$ cat config.mk
export PLATFORM = sky130hd
export DESIGN_NAME = length_prefixed_request_deframer
export DESIGN_NICKNAME = d
export VERILOG_FILES = /design/src/rtl/lprd_pkg.sv /design/src/rtl/lprd_parser.sv /design/src/rtl/lprd_out_buf.sv /design/src/rtl/length_prefixed_request_deframer.sv
export SDC_FILE = /design/constraint.sdc
export NUM_CORES = 1
export LEC_CHECK = 0
export ABC_AREA = 0
export ABC_CLOCK_PERIOD_IN_PS = 11000
export BUFFER_PORTS_ARGS = -buffer_cell sky130_fd_sc_hd__buf_2
export CAP_MARGIN = 20
export CELL_PAD_IN_SITES_DETAIL_PLACEMENT = 0
export CELL_PAD_IN_SITES_GLOBAL_PLACEMENT = 1
export CORE_ASPECT_RATIO = 0.9
export CORE_MARGIN = 10
export CORE_UTILIZATION = 48
export CTS_CLUSTER_DIAMETER = 200
export DETAILED_ROUTE_END_ITERATION = 12
export HOLD_SLACK_MARGIN = 0.06
export PLACE_DENSITY = 0.9
export SETUP_SLACK_MARGIN = 0.15
export SKIP_CTS_REPAIR_TIMING = 1
export SYNTH_ARGS = -nofsm -noshare
export SYNTH_HDL_FRONTEND = slang
export SYNTH_SLANG_ARGS = --single-unit
$ cat constraint.sdc
create_clock -name clk -period 11 [get_ports clk]
set_clock_uncertainty 0.05 [all_clocks]
set_input_delay 1.1 -clock clk [delete_from_list [all_inputs] [get_ports clk]]
set_output_delay 1.1 -clock clk [all_outputs]
set_load 0.005 [all_outputs]
$ cat src/rtl/lprd_pkg.sv
// Shared types and constants for the length-prefixed request deframer.
`default_nettype none

package lprd_pkg;

  // Number of bytes in a little-endian count or length prefix
  localparam int unsigned PREFIX_BYTES = 4;
  localparam logic [1:0]  PREFIX_LAST  = 2'(PREFIX_BYTES - 1);

  // Reset value of the argument limit register
  localparam logic [15:0] MAX_ARGS_RESET = 16'd1024;

  // Register index of the argument limit
  localparam logic REG_MAX_ARGS = 1'b0;

  // Parser phase
  typedef enum logic [1:0] {
    PH_COUNT = 2'd0,
    PH_LEN   = 2'd1,
    PH_DATA  = 2'd2,
    PH_TAIL  = 2'd3
  } phase_t;

  // Frame status codes
  typedef enum logic [2:0] {
    ST_OK        = 3'd0,
    ST_SHORT_HDR = 3'd1,
    ST_TOO_MANY  = 3'd2,
    ST_SHORT_STR = 3'd3,
    ST_TRAILING  = 3'd4
  } status_t;

  // One result transaction
  typedef struct packed {
    logic        has_byte;
    logic [7:0]  payload_byte;
    logic [15:0] arg_index;
    logic        arg_end;
    logic        frame_done;
    status_t     status;
  } result_t;

endpackage

`default_nettype wire

$ cat src/rtl/lprd_parser.sv
// Frame parser: prefix decoding, payload counting and status for each accepted byte.
`default_nettype none

module lprd_parser (
  input  wire logic            clk,
  input  wire logic            rst,
  input  wire logic            accept,
  input  wire logic [7:0]      data_byte,
  input  wire logic            frame_last,
  input  wire logic [15:0]     max_args,
  output logic                 emit,
  output lprd_pkg::result_t    result
);
  import lprd_pkg::*;

  phase_t      phase, phase_step, phase_next;
  status_t     error_code, error_step, error_code_next;
  logic [1:0]  prefix_byte_pos, prefix_byte_pos_next;
  logic [23:0] prefix_shift, prefix_shift_next;
  logic [15:0] args_left, args_left_next;
  logic [31:0] bytes_left, bytes_left_next;
  logic [15:0] current_arg, current_arg_next;

  logic        act, in_prefix, prefix_end, count_end, too_many;
  logic        len_zero, len_set, data_step, data_end, close_arg, trailing;
  logic [31:0] word, bytes_dec;
  logic [15:0] args_dec;
  status_t     final_status;

  // Decode of the current byte against the frame state
  always_comb begin
    act        = accept && (error_code == ST_OK);
    in_prefix  = (phase == PH_COUNT) || (phase == PH_LEN);
    word       = {data_byte, prefix_shift};
    prefix_end = act && in_prefix && (prefix_byte_pos == PREFIX_LAST);
    count_end  = prefix_end && (phase == PH_COUNT);
    too_many   = count_end && (word > {16'd0, max_args});
    len_zero   = prefix_end && (phase == PH_LEN) && (word == 32'd0);
    len_set    = prefix_end && (phase == PH_LEN) && (word != 32'd0);
    data_step  = act && (phase == PH_DATA);
    bytes_dec  = bytes_left - 32'd1;
    data_end   = data_step && (bytes_dec == 32'd0);
    close_arg  = len_zero || data_end;
    args_dec   = args_left - 16'd1;
    trailing   = act && (phase == PH_TAIL);
  end

  // Next phase
  always_comb begin
    priority if (count_end && !too_many) begin
      phase_step = (word != 32'd0) ? PH_LEN : PH_TAIL;
    end else if (len_set) begin
      phase_step = PH_DATA;
    end else if (close_arg) begin
      phase_step = (args_dec != 16'd0) ? PH_LEN : PH_TAIL;
    end else begin
      phase_step = phase;
    end
    phase_next = (accept && frame_last) ? PH_COUNT : phase_step;
  end

  // Error latch and end-of-frame status
  always_comb begin
    priority if (too_many) begin
      error_step = ST_TOO_MANY;
    end else if (trailing) begin
      error_step = ST_TRAILING;
    end else begin
      error_step = error_code;
    end

    priority if (error_step != ST_OK) begin
      final_status = error_step;
    end else if (phase_step == PH_TAIL) begin
      final_status = ST_OK;
    end else if (phase_step == PH_DATA) begin
      final_status = ST_SHORT_STR;
    end else begin
      final_status = ST_SHORT_HDR;
    end

    error_code_next = (accept && frame_last) ? ST_OK : error_step;
  end

  // Counters and prefix accumulator
  always_comb begin
    prefix_byte_pos_next = prefix_byte_pos;
    prefix_shift_next    = prefix_shift;
    args_left_next       = args_left;
    bytes_left_next      = bytes_left;
    current_arg_next     = current_arg;

    if (act && in_prefix) begin
      if (prefix_byte_pos == PREFIX_LAST) begin
        prefix_byte_pos_next = 2'd0;
        prefix_shift_next    = 24'd0;
      end else begin
        prefix_byte_pos_next = prefix_byte_pos + 2'd1;
        prefix_shift_next    = prefix_shift | ({16'd0, data_byte} << {prefix_byte_pos, 3'b000});
      end
    end
    if (count_end && !too_many) begin
      args_left_next   = word[15:0];
      current_arg_next = 16'd0;
    end
    if (len_set) begin
      bytes_left_next = word;
    end
    if (data_step) begin
      bytes_left_next = bytes_dec;
    end
    if (close_arg) begin
      args_left_next   = args_dec;
      current_arg_next = current_arg + 16'd1;
    end
    // End of frame returns everything to its reset state
    if (accept && frame_last) begin
      prefix_byte_pos_next = 2'd0;
      prefix_shift_next    = 24'd0;
      args_left_next       = 16'd0;
      bytes_left_next      = 32'd0;
      current_arg_next     = 16'd0;
    end
  end

  // Result transaction for this byte
  always_comb begin
    emit                = accept && (close_arg || data_step || frame_last);
    result.has_byte     = data_step;
    result.payload_byte = data_step ? data_byte : 8'd0;
    result.arg_index    = (close_arg || data_step) ? current_arg : 16'd0;
    result.arg_end      = close_arg;
    result.frame_done   = frame_last;
    result.status       = frame_last ? final_status : ST_OK;
  end

  always_ff @(posedge clk) begin
    if (rst) begin
      phase           <= PH_COUNT;
      error_code      <= ST_OK;
      prefix_byte_pos <= 2'd0;
      prefix_shift    <= 24'd0;
      args_left       <= 16'd0;
      bytes_left      <= 32'd0;
      current_arg     <= 16'd0;
    end else begin
      phase           <= phase_next;
      error_code      <= error_code_next;
      prefix_byte_pos <= prefix_byte_pos_next;
      prefix_shift    <= prefix_shift_next;
      args_left       <= args_left_next;
      bytes_left      <= bytes_left_next;
      current_arg     <= current_arg_next;
    end
  end

endmodule

`default_nettype wire

$ cat src/rtl/lprd_out_buf.sv
// Two-entry result buffer between the parser and the output stream.
`default_nettype none

module lprd_out_buf (
  input  wire logic              clk,
  input  wire logic              rst,
  input  wire logic              push,
  input  wire lprd_pkg::result_t push_data,
  output logic                   full,
  output logic                   out_valid,
  input  wire logic              out_ready,
  output lprd_pkg::result_t      out_data
);
  import lprd_pkg::*;

  result_t    slot [2];
  logic [1:0] count, count_next;
  logic       wr_ptr, rd_ptr;
  logic       pop;

  // Occupancy and head entry
  always_comb begin
    full      = (count == 2'd2);
    out_valid = (count != 2'd0);
    out_data  = slot[rd_ptr];
    pop       = out_valid && out_ready;
    unique case ({push, pop})
      2'b10:   count_next = count + 2'd1;
      2'b01:   count_next = count - 2'd1;
      default: count_next = count;
    endcase
  end

  always_ff @(posedge clk) begin
    if (rst) begin
      count  <= 2'd0;
      wr_ptr <= 1'b0;
      rd_ptr <= 1'b0;
    end else begin
      count <= count_next;
      if (push) begin
        wr_ptr <= ~wr_ptr;
      end
      if (pop) begin
        rd_ptr <= ~rd_ptr;
      end
    end
  end

  // Payload storage
  always_ff @(posedge clk) begin
    if (push) begin
      slot[wr_ptr] <= push_data;
    end
  end

endmodule

`default_nettype wire

$ cat src/rtl/length_prefixed_request_deframer.sv
// Top level of the length-prefixed request deframer.
//
// Input stream: one request body byte per transaction on s_tdata, s_tlast on
// the final byte. Output stream: at most one result per input byte, carrying
// a payload byte (m_tuser high), an end-of-argument mark, or on the final
// byte the frame status with m_tlast high. Zero-length arguments give an end
// mark with no byte. Payload already delivered must be dropped by the user
// when the frame status is not ok.
// Throughput: one byte per cycle while the buffer has room. Each byte is
// parsed in one pass of combinational logic straight into a two-entry result
// buffer and is delivered from there once earlier results have been taken.
// Stall: while the receiver holds m_tready low the buffer fills; s_tready
// drops only when both entries are occupied, and parsing resumes as soon as
// one is taken.
// Reset: frame state returns to waiting for an argument count and max_args
// returns to 1024. max_args is written through the APB port at address 0 and
// must only change between frames.
`default_nettype none

module length_prefixed_request_deframer (
  input  wire logic        clk,
  input  wire logic        rst,
  // Input stream
  input  wire logic        s_tvalid,
  output logic             s_tready,
  input  wire logic [7:0]  s_tdata,    // [7:0] data_byte
  input  wire logic        s_tlast,
  // Output stream
  output logic             m_tvalid,
  input  wire logic        m_tready,
  output logic [31:0]      m_tdata,    // [7:0] payload_byte, [23:8] arg_index,
                                       // [24] arg_end, [27:25] status, [31:28] zero
  output logic             m_tuser,    // [0] has_byte
  output logic             m_tlast,
  // Configuration
  input  wire logic        psel,
  input  wire logic        penable,
  input  wire logic        pwrite,
  input  wire logic [2:0]  paddr,
  input  wire logic [31:0] pwdata,
  output logic [31:0]      prdata,
  output logic             pready
);
  import lprd_pkg::*;

  logic [15:0] max_args;
  logic        accept, emit, buf_full;
  result_t     result, head;

  // Configuration register
  assign pready = 1'b1;

  always_ff @(posedge clk) begin
    if (rst) begin
      max_args <= MAX_ARGS_RESET;
    end else if (psel && penable && pwrite && (paddr[2] == REG_MAX_ARGS)) begin
      max_args <= pwdata[15:0];
    end
  end

  always_comb begin
    prdata = (paddr[2] == REG_MAX_ARGS) ? {16'd0, max_args} : 32'd0;
  end

  // Byte parser
  assign s_tready = !buf_full;
  assign accept   = s_tvalid && s_tready;

  lprd_parser u_parser (
    .clk        (clk),
    .rst        (rst),
    .accept     (accept),
    .data_byte  (s_tdata),
    .frame_last (s_tlast),
    .max_args   (max_args),
    .emit       (emit),
    .result     (result)
  );

  // Result buffer
  lprd_out_buf u_out_buf (
    .clk       (clk),
    .rst       (rst),
    .push      (emit),
    .push_data (result),
    .full      (buf_full),
    .out_valid (m_tvalid),
    .out_ready (m_tready),
    .out_data  (head)
  );

  // Output packing
  always_comb begin
    m_tdata = {4'd0, head.status, head.arg_end, head.arg_index, head.payload_byte};
    m_tuser = head.has_byte;
    m_tlast = head.frame_done;
  end

  // Only a frame end carries a status
  a_status_on_done: assert property (@(posedge clk) disable iff (rst)
    m_tvalid && !m_tlast |-> m_tdata[27:25] == ST_OK)
    else $error("status set on a result without frame end");

  // A result without a byte carries a zero payload
  a_payload_zero: assert property (@(posedge clk) disable iff (rst)
    m_tvalid && !m_tuser |-> m_tdata[7:0] == 8'd0)
    else $error("payload byte set without has_byte");

  // Every result has a reason: a byte, an end mark or a frame end
  a_result_reason: assert property (@(posedge clk) disable iff (rst)
    m_tvalid |-> m_tuser || m_tdata[24] || m_tlast)
    else $error("empty result delivered");

  // After any pushed result, m_tvalid is high the next cycle
  a_push_visible: assert property (@(posedge clk) disable iff (rst)
    emit |=> m_tvalid)
    else $error("pushed result not visible");

endmodule

`default_nettype wire
# Word-level counts from Yosys, hierarchy flattened
# Memories as Yosys holds them, arrays and structs flattened. A register that Yosys moved wholly into a read port is not among the register bits.
# Index checks and enable logic that the tools add are counted.
# classes
add_sub_neg,6
magnitude_cmp,1
eq_ne,9
n_shift,1
mux,27
bitwise_logic,4
reduce_logical,37
# op_table
op,n
$mux W16,6
$logic_not A32 Y1,2
$mux W32,2
$gt A32 B16 Y1,1
$reduce_bool A32 Y1,1
$sub A32 B1 Y32 const B,1
$mux W24,1
$or A24 B24 Y24,1
$shl A8 B5 Y24,1
$logic_and A1 B1 Y1,19
$add A16 B1 Y16 const B,1
$reduce_bool A16 Y1,1
$sub A16 B1 Y16 const B,1
$mux W3,5
$eq A2 B2 Y1 const B,7
$mux W2,7
$mux W8,1
$reduce_bool A2 Y1,4
$add A2 B1 Y2 const B,2
$eq A2 B1 Y1 const B,2
$logic_or A1 B1 Y1,4
$mux W1,4
$pmux W2 S2,1
$logic_not A3 Y1,1
other kinds (6),9
# word_totals
regBits,115
ramBits,60
in_bits,51
word_cells,97
memories,1
# memory_table
memory,depth,word_bits,rd,rd_ports_with_merged_regs,write_ports,line,text
u_out_buf.slot,2,30,1,1,1,lprd_out_buf.sv:16,result_t slot [2];

# Depth between registers and ports, before layout
# Gate-level depths: netlist of the first run.
# logic_depth
ltp_word,17
mapped_depth,15

# By module
# From an unflattened synthesis of the first run, not the netlist that was laid out.
# hier_totals
hier_cells,997
area_unflattened_um2,9291.4
# modules_own_cells
mod,n_inst,cells_per_inst,area_each_um2,seq_area_each_um2
lprd_parser,1,769,5899.4,1901.8
lprd_out_buf,1,116,2369.8,1901.8
length_prefixed_request_deframer,1,112,1022.2,320.3

# Least setup slack after synthesis of the first run
# OpenSTA, ideal clock, no wires.
# synth_timing
kind,input to register
startpoint,in s_tvalid
endpoint,mem u_out_buf.slot[0][0] in the netlist's numbering (enable)
setup_ns,0.417
arrival_time_ns,3.635
required_ns,10.533
slack_ns,6.898
cell_stages,8
n_path_buf,0
cell_sequence,nand3_1 > nor3b_1 > nand2_1 > nor3_1 > nor2_1 > nand2_1 > inv_1 > nor2_1
# synth_between
elab_chain_cells,12
word_cells_on_any_way,14
classes_between,mux (2); reduce/logical (12)
# synth_rtl
item,line,text
"start, declared",length_prefixed_request_deframer.sv:24,"input wire logic s_tvalid,"
$logic_and A1 B1 Y1 (*),length_prefixed_request_deframer.sv:67,assign accept = s_tvalid && s_tready;
$logic_and A1 B1 Y1,lprd_parser.sv:32,act = accept && (error_code == ST_OK);
$logic_and A1 B1 Y1 (2 in series),lprd_parser.sv:35,prefix_end = act && in_prefix && (prefix_byte_pos == PREFIX_LAST);
$logic_and A1 B1 Y1 (2 in series),lprd_parser.sv:38,len_zero = prefix_end && (phase == PH_LEN) && (word == 32'd0);
$logic_or A1 B1 Y1,lprd_parser.sv:43,close_arg = len_zero || data_end;
$logic_or A1 B1 Y1 (2 in series),lprd_parser.sv:128,emit = accept && (close_arg || data_step || frame_last);
$logic_and A1 B1 Y1 (*),lprd_parser.sv:128,
$mux W1 (*),lprd_out_buf.sv:52,if (push) begin
$mux W1 (implied by the code) (*),lprd_out_buf.sv:53,slot[wr_ptr] <= push_data;
"end, declared",lprd_out_buf.sv:16,
# Every way passes the cells marked *; elsewhere a longest branch is shown, timed or not.

# Worst setup path after layout of the first run
# layout_timing
startpoint,reg u_parser.bytes_left[0]
endpoint,reg u_parser.args_left[8]
# layout_between
elab_chain_cells,5
word_cells_on_any_way,6
classes_between,add/sub (1); mux (1); reduce/logical (4)
# layout_rtl
item,line,text
"start, declared",lprd_parser.sv:21,"logic [31:0] bytes_left, bytes_left_next;"
"start signal, assigned",lprd_parser.sv:152,bytes_left <= bytes_left_next;
$sub A32 B1 Y32 (*),lprd_parser.sv:41,bytes_dec = bytes_left - 32'd1;
$logic_not A32 Y1 (*),lprd_parser.sv:42,data_end = data_step && (bytes_dec == 32'd0);
$logic_and A1 B1 Y1 (*),lprd_parser.sv:42,
$logic_or A1 B1 Y1 (*),lprd_parser.sv:43,
$mux W16 / $reduce_bool A2 Y1 (equally long branches),--,
"end signal, assigned",lprd_parser.sv:151,args_left <= args_left_next;
"end, declared",lprd_parser.sv:20,"logic [15:0] args_left, args_left_next;"
# Marked as above.
# A chain may end at the register's enable or synchronous reset.

==> results of run 1 <==
-- cell usage after synthesis, types with 8 or more instances --
library cell / count / area [um^2]
o21ai_0: 30 / 150
ha_1: 23 / 288
nand3_1: 25 / 125
inv_1: 32 / 120
nand4_1: 9 / 56.3
nor2b_1: 22 / 138
nor2_1: 105 / 394
dfxtp_1: 116 / 2320
or3_1: 13 / 81.3
edfxtp_1: 60 / 1800
a31oi_1: 13 / 81.3
a21o_1: 9 / 67.6
clkbuf_1: 39 / 146
o21ai_1: 17 / 85.1
nand2_1: 103 / 387
buf_4: 22 / 165
a21oi_1: 97 / 485
nor4_1: 27 / 169
and3_1: 10 / 62.6
nor3b_1: 8 / 60.1
mux2_2: 30 / 338
mux2i_1: 9 / 90.1
a22oi_1: 14 / 105
and2_1: 18 / 113
a211oi_1: 10 / 75.1
nor3_1: 31 / 155
-- placed cells by master (no fill, tap or decap), types with 6 or more instances in the layout --
| master | instances |
|---|---|
| dfxtp_1 | 116 |
| nor2_1 | 103 |
| nand2_1 | 103 |
| a21oi_1 | 97 |
| buf_2 | 80 |
| edfxtp_1 | 60 |
| inv_1 | 32 |
| nor3_1 | 30 |
| o21ai_0 | 30 |
| mux2_2 | 30 |
| nor4_1 | 27 |
| nand3_1 | 25 |
| ha_1 | 23 |
| nor2b_1 | 22 |
| conb_1 | 21 |
| and2_1 | 18 |
| o21ai_1 | 17 |
| clkbuf_16 | 17 |
| a22oi_1 | 14 |
| a31oi_1 | 13 |
| or3_1 | 13 |
| and3_1 | 10 |
| a211oi_1 | 10 |
| nand4_1 | 9 |
| a21o_1 | 9 |
| mux2i_1 | 9 |
| buf_4 | 9 |
| nor3b_1 | 8 |
| xnor2_1 | 7 |
| nand2b_1 | 6 |
-- sequential cells by signal, indices dropped and copies added (netlist names), named ones only --
name and count:
u_parser.prefix_shift 24, u_out_buf.count 2, u_parser.prefix_byte_pos 2, u_out_buf.slot 60, u_parser.error_code 3, u_out_buf.wr_ptr 1
max_args 16, u_out_buf.rd_ptr 1, u_parser.bytes_left 32, u_parser.args_left 16, u_parser.phase 2, u_parser.current_arg 16
-- power by group --
group	switching, mW	internal [mW]	leakage (nW)
combinational	0.110	0.0953	1.99
clock	0.274	0.342	0.289
sequential	0.0236	0.698	1.50
total	0.407	1.13	3.77
-- final cells by class --
class | count | share of cell area, %
multi-input cells | 740 | 44.4
clock inverters | 15 | 1.71
inverters | 33 | 1.23
clock buffers | 17 | 4.21
flip-flops and latches | 176 | 40.8
repair buffers | 89 | 4.63
well taps | 245 | 3.03
-- worst max-delay path: stages (launching register included) --
cell and delay (ns):
dfxtp_1 0.37, inv_1 0.11, ha_1 0.34, or3b_1 0.51, or4_1 0.69, xnor2_2 0.19, a311oi_2 0.52, a31oi_4 0.48
nor4_1 0.41, mux2_1 0.36, a21oi_1 0.16
-- worst max path at each step --
| stage | from | end | slack [ns] | cells after the start |
|---|---|---|---|---|
| after detailed placement | u_parser.bytes_left[0] | u_parser.args_left[8] | 6.80 | 10 |
| after global routing | u_parser.bytes_left[0] | u_parser.args_left[8] | 6.53 | 10 |
| after CTS | u_parser.bytes_left[0] | u_parser.args_left[8] | 6.78 | 10 |
| after global placement | u_parser.bytes_left[0] | u_parser.args_left[8] | 6.86 | 10 |
| after floorplan | s_tvalid | u_out_buf.slot[0][0] | 6.90 | 8 |
| final | u_parser.bytes_left[0] | u_parser.args_left[8] | 6.73 | 10 |
-- cell families (layout without fill, tap and decap cells) --
kind of cell             Yosys count  count (layout)  share of synthesized area, %
buffers and inverters            104             154                          5.64
AO/OA/AOI/OAI                    226             226                          15.3
AND/OR/NAND/NOR                  417             417                          23.9
other                              2              21                        0.0832
XOR/XNOR                          12              12                          1.25
adder cells (fa/ha/maj)           23              23                          3.19
multiplexers                      41              41                          4.99
flip-flops                       176             176                          45.7
-- stage by stage --
stage / hold WS [ns] / instance area [um^2] / cells / worst slack (ns)
after detailed placement: 0.396 / 9510 / 1283 / 6.80
after global routing: 0.429 / 10100 / 1315 / 6.53
after global placement: 0.393 / 9510 / 1283 / 6.86
after floorplan: 0.386 / 9090 / 1020 / 6.90
after CTS: 0.406 / 10100 / 1315 / 6.78
final: 0.405 / 10100 / 1315 / 6.73
-- layer usage --
metal	track usage, %	vias to the layer above	wire [um]
met4	5.40	2	414
met5	0	-	13
met1	25.0	3608	10400
met2	29.4	331	10500
met3	5.36	40	2190
li1	-	3689	-
==> flow_metrics.py, run 1 <==
metrics = {
    "outcome": {
        "outcome": "complete, no violations",
    },
    "final_layout": {
        "n_antenna_cell": 0,
        "regArea_um2": 4120,
        "drive_gt1_share_pct": 16.3,
        "multiInputGateArea_um2": 4480,
        "areaGrowthSynthToFinish_pct": 12.0,
        "fin_nets": 1131,
        "fillers": 1689,
        "fin_util_pct": 54.9,
    },
    "clock_tree": {
        "cts_buffer_depth": 2,
        "h-tree-depth": 4,
        "clk_pin_slew_ns": 0.07,
        "cts_buffers": 17,
        "tritoncts": "done",
        "cts_root_buffer": "clkbuf_16",
        "cts.sinks": 176,
        "clk_latency_ns": 0.44,
    },
    "job": {
        "maxCapViolCount": 0,
    },
    "sta": {
        "post-route-min-period_ns": 4.27,
        "slew_violations": 0,
        "finalHoldViolCount": 0,
        "worst_pin_slew_ns": 1.08,
        "fmaxAchievable_ghz": 0.234,
        "setup_tns_ns": 0,
        "slew_headroom_pct": 28.3,
        "rsz0062_at_grt": "false",
        "setup_viol": 0,
        "period_share_pct": 38.9,
    },
    "worst_hold_path": {
        "whs_path_depth": 2,
        "whs_endpoint": "max_args[6]",
        "hold_path.startpoint": "max_args[6]",
        "hp-class": "reg2reg",
    },
    "placed_design": {
        "place.gp.congestion": 0.862,
        "place_hpwl_mm": 16.4,
        "port_buffers": 80,
    },
    "detailed_routing": {
        "drt-wirelength-per-cell_um": 17.9,
        "vias": 7670,
        "drc": 0,
        "first_iter_violations": 659,
        "ant_nets": 0,
        "vias_per_cell": 5.83,
        "drtPass1Iterations": 5,
        "routed_wl_mm": 23.5,
    },
    "logic_synthesis": {
        "netlist_area_um2": 9020,
        "seq_area_frac_synth_pct": 45.7,
        "synth-seq-cells": 176,
        "synthCells": 1001,
        "synth_cell_types": 73,
        "async_reset_ff_share_pct": 0,
        "avgSynthCellArea_um2": 9.01,
        "synth_enable_flop_cells": 60,
        "ys.flop_type": "dfxtp_1",
        "ys_warn_count": 0,
    },
    "worst_setup_path": {
        "cp-start-kind": "flop",
        "r2r-start": "u_parser.bytes_left[0]",
        "cp-end-kind": "flop",
        "r2r_slack_ns": 6.73,
        "rr_worst_depth": 10,
        "critPathKind": "reg2reg",
        "worst_ep_required_time_ns": 11.30,
        "worst_r2r_endpoint": "u_parser.args_left[8]",
        "crit_arrival_ns": 4.58,
        "cp_max_fo": 34,
    },
    "die": {
        "dieWidth_um": 165,
        "start_util_pct": 49.0,
        "rows": 47,
        "io_pins": 120,
        "dieArea_um2": 24700,
        "die_h_um": 150,
        "design.core.area_um2": 18400,
    },
    "power_and_ir_drop": {
        "p_leak_nw": 3.77,
        "finalPower_mw": 1.54,
        "ir_drop_uv": 112,
        "powerDensity_nw_per_um2": 153,
    },
    "global_route": {
        "grt_max_degree": 53,
        "grt_usage_pct": 18.8,
        "grt_first_pass_wirelength_mm": 37.5,
        "grt_pass1_vias": 7153,
        "overflow": 0,
        "antenna_found_initial": 1,
    },
}
Note: power is estimated with default switching activity, not from simulation.
==> run 2, diff against run 1 <==
--- a/config.mk
+++ b/config.mk
@@ -6,18 +6,18 @@
 export NUM_CORES = 1
 export LEC_CHECK = 0
 export ABC_AREA = 0
-export ABC_CLOCK_PERIOD_IN_PS = 11000
+export ABC_CLOCK_PERIOD_IN_PS = 3740
 export BUFFER_PORTS_ARGS = -buffer_cell sky130_fd_sc_hd__buf_2
 export CAP_MARGIN = 20
 export CELL_PAD_IN_SITES_DETAIL_PLACEMENT = 0
 export CELL_PAD_IN_SITES_GLOBAL_PLACEMENT = 1
 export CORE_ASPECT_RATIO = 0.9
 export CORE_MARGIN = 10
-export CORE_UTILIZATION = 48
+export CORE_UTILIZATION = 40
 export CTS_CLUSTER_DIAMETER = 200
 export DETAILED_ROUTE_END_ITERATION = 12
 export HOLD_SLACK_MARGIN = 0.06
-export PLACE_DENSITY = 0.9
+export PLACE_DENSITY = 0.8
 export SETUP_SLACK_MARGIN = 0.15
 export SKIP_CTS_REPAIR_TIMING = 1
 export SYNTH_ARGS = -nofsm -noshare
==> constraint.sdc (replaced) <==
create_clock -name clk -period 3.74 [get_ports clk]
set_clock_uncertainty 0.05 [all_clocks]
set_input_delay 0.374 -clock clk [delete_from_list [all_inputs] [get_ports clk]]
set_output_delay 0.374 -clock clk [all_outputs]
set_load 0.005 [all_outputs]
==> run 2 against run 1 <==
Power grew to 3.0 times the previous value. Non-clock buffer count grew 33. Routed wire length increased by 6.8%. Sequential share of layout area decreased by 1.4 points.
==> flow_metrics.py, run 2 (same netlist as run 1, synthesis figures left out) <==
metrics = {
    "final_layout": {
        "fillers": 2175,
        "fin_util_pct": 46.8,
        "top_register": "u_out_buf.slot",
        "n_antenna_cell": 0,
        "drive_gt1_share_pct": 18.9,
        "largest_reg_flops": 60,
        "final_area_um2": 10500,
        "final_common_cell": "dfxtp_1",
        "areaGrowthSynthToFinish_pct": 15.9,
        "layout_common_cells": "dfxtp_1 (116), nor2_1 (103), nand2_1 (103)",
        "reg_top3": "u_out_buf.slot (60), u_parser.bytes_left (32), u_parser.prefix_shift (24)",
        "fin_nets": 1164,
    },
    "power_and_ir_drop": {
        "powerDensity_nw_per_um2": 442,
        "swShare_pct": 28.2,
        "p_int_mw": 3.32,
        "ir_drop_uv": 242,
        "combPwrFrac_pct": 13.7,
        "finalPower_mw": 4.62,
        "p_leak_nw": 3.95,
        "p_seq_share_pct": 45.6,
        "p_sw_mw": 1.31,
        "p_clk_share_pct": 40.7,
    },
    "sta": {
        "post-route-min-period_ns": 3.36,
        "setup_tns_ns": 0,
        "period_share_pct": 89.8,
        "fmaxAchievable_ghz": 0.298,
        "finalHoldViolCount": 0,
        "worst_pin_slew_ns": 0.988,
        "slew_headroom_pct": 34.0,
        "slew_violations": 0,
        "rsz0062_at_grt": "false",
        "setup_viol": 0,
        "worst_slack_ns": 0.380,
    },
    "die": {
        "design.core.area_um2": 22300,
        "rows": 52,
        "dieArea_um2": 29000,
        "io_pins": 120,
        "die_h_um": 162,
        "dieWidth_um": 178,
        "start_util_pct": 40.4,
    },
    "detailed_routing": {
        "first_iter_violations": 543,
        "drc": 0,
        "drtPass1Iterations": 5,
        "routed_wl_mm": 25.1,
        "ant_nets": 0,
        "vias_per_cell": 5.46,
        "drt-wirelength-per-cell_um": 17.9,
        "vias": 7638,
    },
    "worst_setup_path": {
        "crit_arrival_ns": 3.69,
        "cp-start-kind": "flop",
        "path_buf_inv": 1,
        "cp-end-kind": "flop",
        "max_stage_delay_ns": 0.60,
        "cpMaxStageDelayCell": "or4_1",
        "worst_ep_required_time_ns": 4.07,
        "path_delay_family": "simple AND/OR/NAND/NOR gates",
        "critPathKind": "reg2reg",
        "cp_cell_sequence": "nor4_4 > nand3_4 > or4_1 > xnor2_2 > a311oi_2 > buf_4 > a31oi_4 > nor4_1 > mux2_1 > a21oi_1",
        "cp_max_fo": 12,
    },
    "global_route": {
        "grt_first_pass_wirelength_mm": 40.3,
        "antenna_found_initial": 0,
        "overflow": 0,
        "grt_usage_pct": 17.4,
        "grt_max_degree": 43,
        "grt_pass1_vias": 7273,
    },
    "placed_design": {
        "port_buffers": 80,
        "dpl_cell_area_um2": 9800,
        "place.gp.congestion": 0.873,
        "place_hpwl_mm": 18.1,
        "dp_slack_ns": 0.381,
    },
    "clock_tree": {
        "cts_root_buffer": "clkbuf_16",
        "cts_buffer_depth": 2,
        "clk_latency_ns": 0.44,
        "h-tree-depth": 4,
        "tritoncts": "done",
        "cts.sinks": 176,
        "cts_buffers": 17,
        "clk_pin_slew_ns": 0.08,
    },
    "outcome": {
        "outcome": "complete, no violations",
    },
    "job": {
        "maxCapViolCount": 0,
    },
    "worst_hold_path": {
        "hp-class": "in2reg",
    },
}
==> run 2: worst paths after layout <==
kind	start	slack, ns	end	cells past startpoint
worst min-delay path	pwdata[10]	0.1	max_args[10]	2
worst min register to register	max_args[4]	0.41	max_args[4]	2
worst max-delay path	u_parser.bytes_left[4]	0.38	u_parser.args_left[8]	10
worst max register to register	u_parser.bytes_left[4]	0.38	u_parser.args_left[8]	10
==> run 2: cell type report <==
class | instances | area, um^2 | area share (%)
Clock buffer | 17 | 425 | 4.07
Clock inverter | 15 | 214 | 2.05
Inverter | 33 | 124 | 1.19
Multi-Input combinational cell | 740 | 4480 | 42.8
Sequential cell | 176 | 4120 | 39.5
Tap cell | 297 | 372 | 3.56
Timing Repair Buffer | 122 | 716 | 6.85
==> run 2: metrics by stage <==
step	hold slack, ns	std cells
2_1_floorplan	0.386	1020
3_3_place_gp	0.393	1366
3_5_place_dp	0.397	1366
4_1_cts	0.0781	1398
5_1_grt	0.0765	1400
6_report	0.0951	1400
==> run 2: power groups by stage <==
stage	Clock, mW	Sequential (mW)	Combinational, mW
CTS	1.92	2.11	0.648
global placement	0	2.15	0.636
detailed placement	0	2.15	0.644
floorplan	0	2.13	0.410
finish	1.88	2.11	0.633
global route	2.00	2.12	0.708
==> run 2: layer usage <==
layer | global-route usage (%) | wire, um | part of all wire (%)
met1 | 23.2 | 11500 | 46
met3 | 4.68 | 1770 | 7.0
met5 | 0 | 0 | 0
met2 | 26.8 | 11400 | 45
met4 | 5.60 | 433 | 1.7
==> run 2: worst register-to-register path: cells and delay by family, from the launching register on <==
| kind | cells | cell delay (ns) |
|---|---|---|
| AND/OR/NAND/NOR | 4 | 1.55 |
| AO/OA/AOI/OAI | 3 | 0.60 |
| flip-flops | 1 | 0.39 |
| multiplexers | 1 | 0.36 |
| buffers and inverters | 1 | 0.18 |
| XOR/XNOR | 1 | 0.17 |
==> run 3, diff against run 2 <==
--- a/config.mk
+++ b/config.mk
@@ -6,20 +6,19 @@
 export NUM_CORES = 1
 export LEC_CHECK = 0
 export ABC_AREA = 0
-export ABC_CLOCK_PERIOD_IN_PS = 3740
+export ABC_CLOCK_PERIOD_IN_PS = 4300
 export BUFFER_PORTS_ARGS = -buffer_cell sky130_fd_sc_hd__buf_2
 export CAP_MARGIN = 20
 export CELL_PAD_IN_SITES_DETAIL_PLACEMENT = 0
 export CELL_PAD_IN_SITES_GLOBAL_PLACEMENT = 1
 export CORE_ASPECT_RATIO = 0.9
 export CORE_MARGIN = 10
-export CORE_UTILIZATION = 40
+export CORE_UTILIZATION = 48
 export CTS_CLUSTER_DIAMETER = 200
 export DETAILED_ROUTE_END_ITERATION = 12
 export HOLD_SLACK_MARGIN = 0.06
-export PLACE_DENSITY = 0.8
+export PLACE_DENSITY = 0.9
 export SETUP_SLACK_MARGIN = 0.15
-export SKIP_CTS_REPAIR_TIMING = 1
 export SYNTH_ARGS = -nofsm -noshare
 export SYNTH_HDL_FRONTEND = slang
 export SYNTH_SLANG_ARGS = --single-unit
==> constraint.sdc (replaced) <==
create_clock -name clk -period 4.3 [get_ports clk]
set_clock_uncertainty 0.05 [all_clocks]
set_input_delay 0.43 -clock clk [delete_from_list [all_inputs] [get_ports clk]]
set_output_delay 0.43 -clock clk [all_outputs]
set_load 0.005 [all_outputs]
==> run 3 against run 2 <==
Largest cell class unchanged. First-iteration DRC count increased by 17%. Non-clock buffer count decreased by 24. Via count decreased by 0.50%. Clock-buffer cell count unchanged. Sequential share of layout area increased by 1.2 points. Flip-flop and latch count unchanged. Largest power group unchanged. Combinational power decreased by 17%. Core utilization increased by 8.3 points. Critical path depth unchanged. Die area decreased by 15%.
==> flow_metrics.py, run 3 (same netlist as run 1, synthesis figures left out) <==
metrics = {
    "final_layout": {
        "fillers": 1710,
        "reg_top3": "u_out_buf.slot (60), u_parser.bytes_left (32), u_parser.prefix_shift (24)",
        "final_common_cell": "dfxtp_1",
        "fin_nets": 1140,
        "largest_reg_flops": 60,
        "final_cells": 1324,
        "n_antenna_cell": 0,
        "areaGrowthSynthToFinish_pct": 12.4,
        "layout_common_cells": "dfxtp_1 (116), nor2_1 (103), nand2_1 (103)",
        "drive_gt1_share_pct": 17.0,
        "top_register": "u_out_buf.slot",
    },
    "sta": {
        "slew_headroom_pct": 41.4,
        "post-route-min-period_ns": 3.71,
        "setup_viol": 0,
        "rsz0062_at_grt": "false",
        "worst_pin_slew_ns": 0.876,
        "slew_violations": 0,
        "period_share_pct": 86.2,
        "fmaxAchievable_ghz": 0.270,
        "setup_tns_ns": 0,
        "fin_hold_ws_ns": 0.140,
        "finalHoldViolCount": 0,
    },
    "job": {
        "maxCapViolCount": 0,
    },
    "global_route": {
        "grt_first_pass_wirelength_mm": 38.4,
        "overflow": 0,
        "grt_usage_pct": 19.5,
        "grt_pass1_vias": 7194,
        "grt_max_degree": 52,
        "antenna_found_initial": 1,
    },
    "clock_tree": {
        "cts_buffer_depth": 2,
        "postCtsHoldBufs": 0,
        "cts_buffers": 17,
        "cts.sinks": 176,
        "clk_pin_slew_ns": 0.07,
        "post-cts-setup-buffers": 0,
        "tritoncts": "done",
        "cts_root_buffer": "clkbuf_16",
        "h-tree-depth": 4,
        "cts_resized": 0,
        "clk_latency_ns": 0.44,
    },
    "die": {
        "rows": 47,
        "die_h_um": 150,
        "design.core.area_um2": 18400,
        "dieArea_um2": 24700,
        "io_pins": 120,
        "dieWidth_um": 165,
        "start_util_pct": 49.0,
    },
    "worst_setup_path": {
        "worst_ep_required_time_ns": 4.64,
        "critPathKind": "reg2reg",
        "cp-end-kind": "flop",
        "cp_max_fo": 17,
        "cp-start-kind": "flop",
        "crit_arrival_ns": 4.04,
    },
    "power_and_ir_drop": {
        "p_leak_nw": 3.80,
        "ir_drop_uv": 299,
        "powerDensity_nw_per_um2": 382,
    },
    "detailed_routing": {
        "first_iter_violations": 636,
        "ant_nets": 0,
        "vias_per_cell": 5.74,
        "routed_wl_mm": 23.9,
        "vias": 7600,
        "drt-wirelength-per-cell_um": 18.1,
        "drc": 0,
        "drtPass1Iterations": 5,
    },
    "placed_design": {
        "place_hpwl_mm": 16.6,
        "dp_cells": 1292,
        "place.gp.congestion": 0.896,
        "port_buffers": 80,
    },
    "worst_hold_path": {
        "hp-class": "in2reg",
    },
    "outcome": {
        "outcome": "complete, no violations",
    },
}
==> run 3: path summary, 6_finish.rpt <==
path,slack (ns),cells after the start,startpoint,endpoint
max reg2reg,0.59,10,u_parser.bytes_left[4],u_parser.args_left[4]
min reg2reg,0.40,2,max_args[15],max_args[15]
min,0.14,2,pwdata[10],max_args[10]
max,0.59,10,u_parser.bytes_left[4],u_parser.args_left[4]
==> run 3: where the power goes <==
| part | switching, mW | total (mW) | internal [mW] |
|---|---|---|---|
| sequential | 0.0595 | 1.84 | 1.78 |
| clock | 0.739 | 1.51 | 0.769 |
| combinational | 0.281 | 0.524 | 0.244 |
==> run 3: metrics by stage <==
stage / utilization, % / area, um^2 / total power, mW / setup slack (ns)
6_report: 55.1 / 10100 / 3.88 / 0.593
5_1_grt: 55.1 / 10100 / 4.04 / 0.370
4_1_cts: 55.1 / 10100 / 3.90 / 0.653
3_5_place_dp: 52.0 / 9570 / 2.41 / 0.660
3_3_place_gp: 52.0 / 9570 / 2.40 / 0.692
2_1_floorplan: - / 9090 / 2.21 / 0.671
==> run 3: layout make-up <==
class	instances	area, um^2	area share, %
clock buffers	17	425	4.19
clock inverters	15	148	1.46
inverters	33	124	1.22
multi-input cells	740	4480	44.2
flip-flops and latches	176	4120	40.7
well taps	245	307	3.02
repair buffers	98	536	5.28
==> run 3: metal layers <==
layer,routed length (um),global-route usage [%],part of all wire (%),up-vias
li1,-,-,-,3703
met2,10800,30.2,45,270
met5,13,0,0.054,-
met4,360,4.69,1.5,2
met1,10700,26.5,45,3589
met3,2060,5.30,8.6,36
==> run 3: worst max-delay path: stages, from the launching register on <==
cell	delay, ns
dfxtp_1	0.38
nor4_4	0.51
nand3_4	0.19
or4_1	0.66
xnor2_2	0.19
a311oi_2	0.51
a31oi_4	0.30
buf_4	0.28
mux2_1	0.33
o21ai_2	0.11
o211a_1	0.14
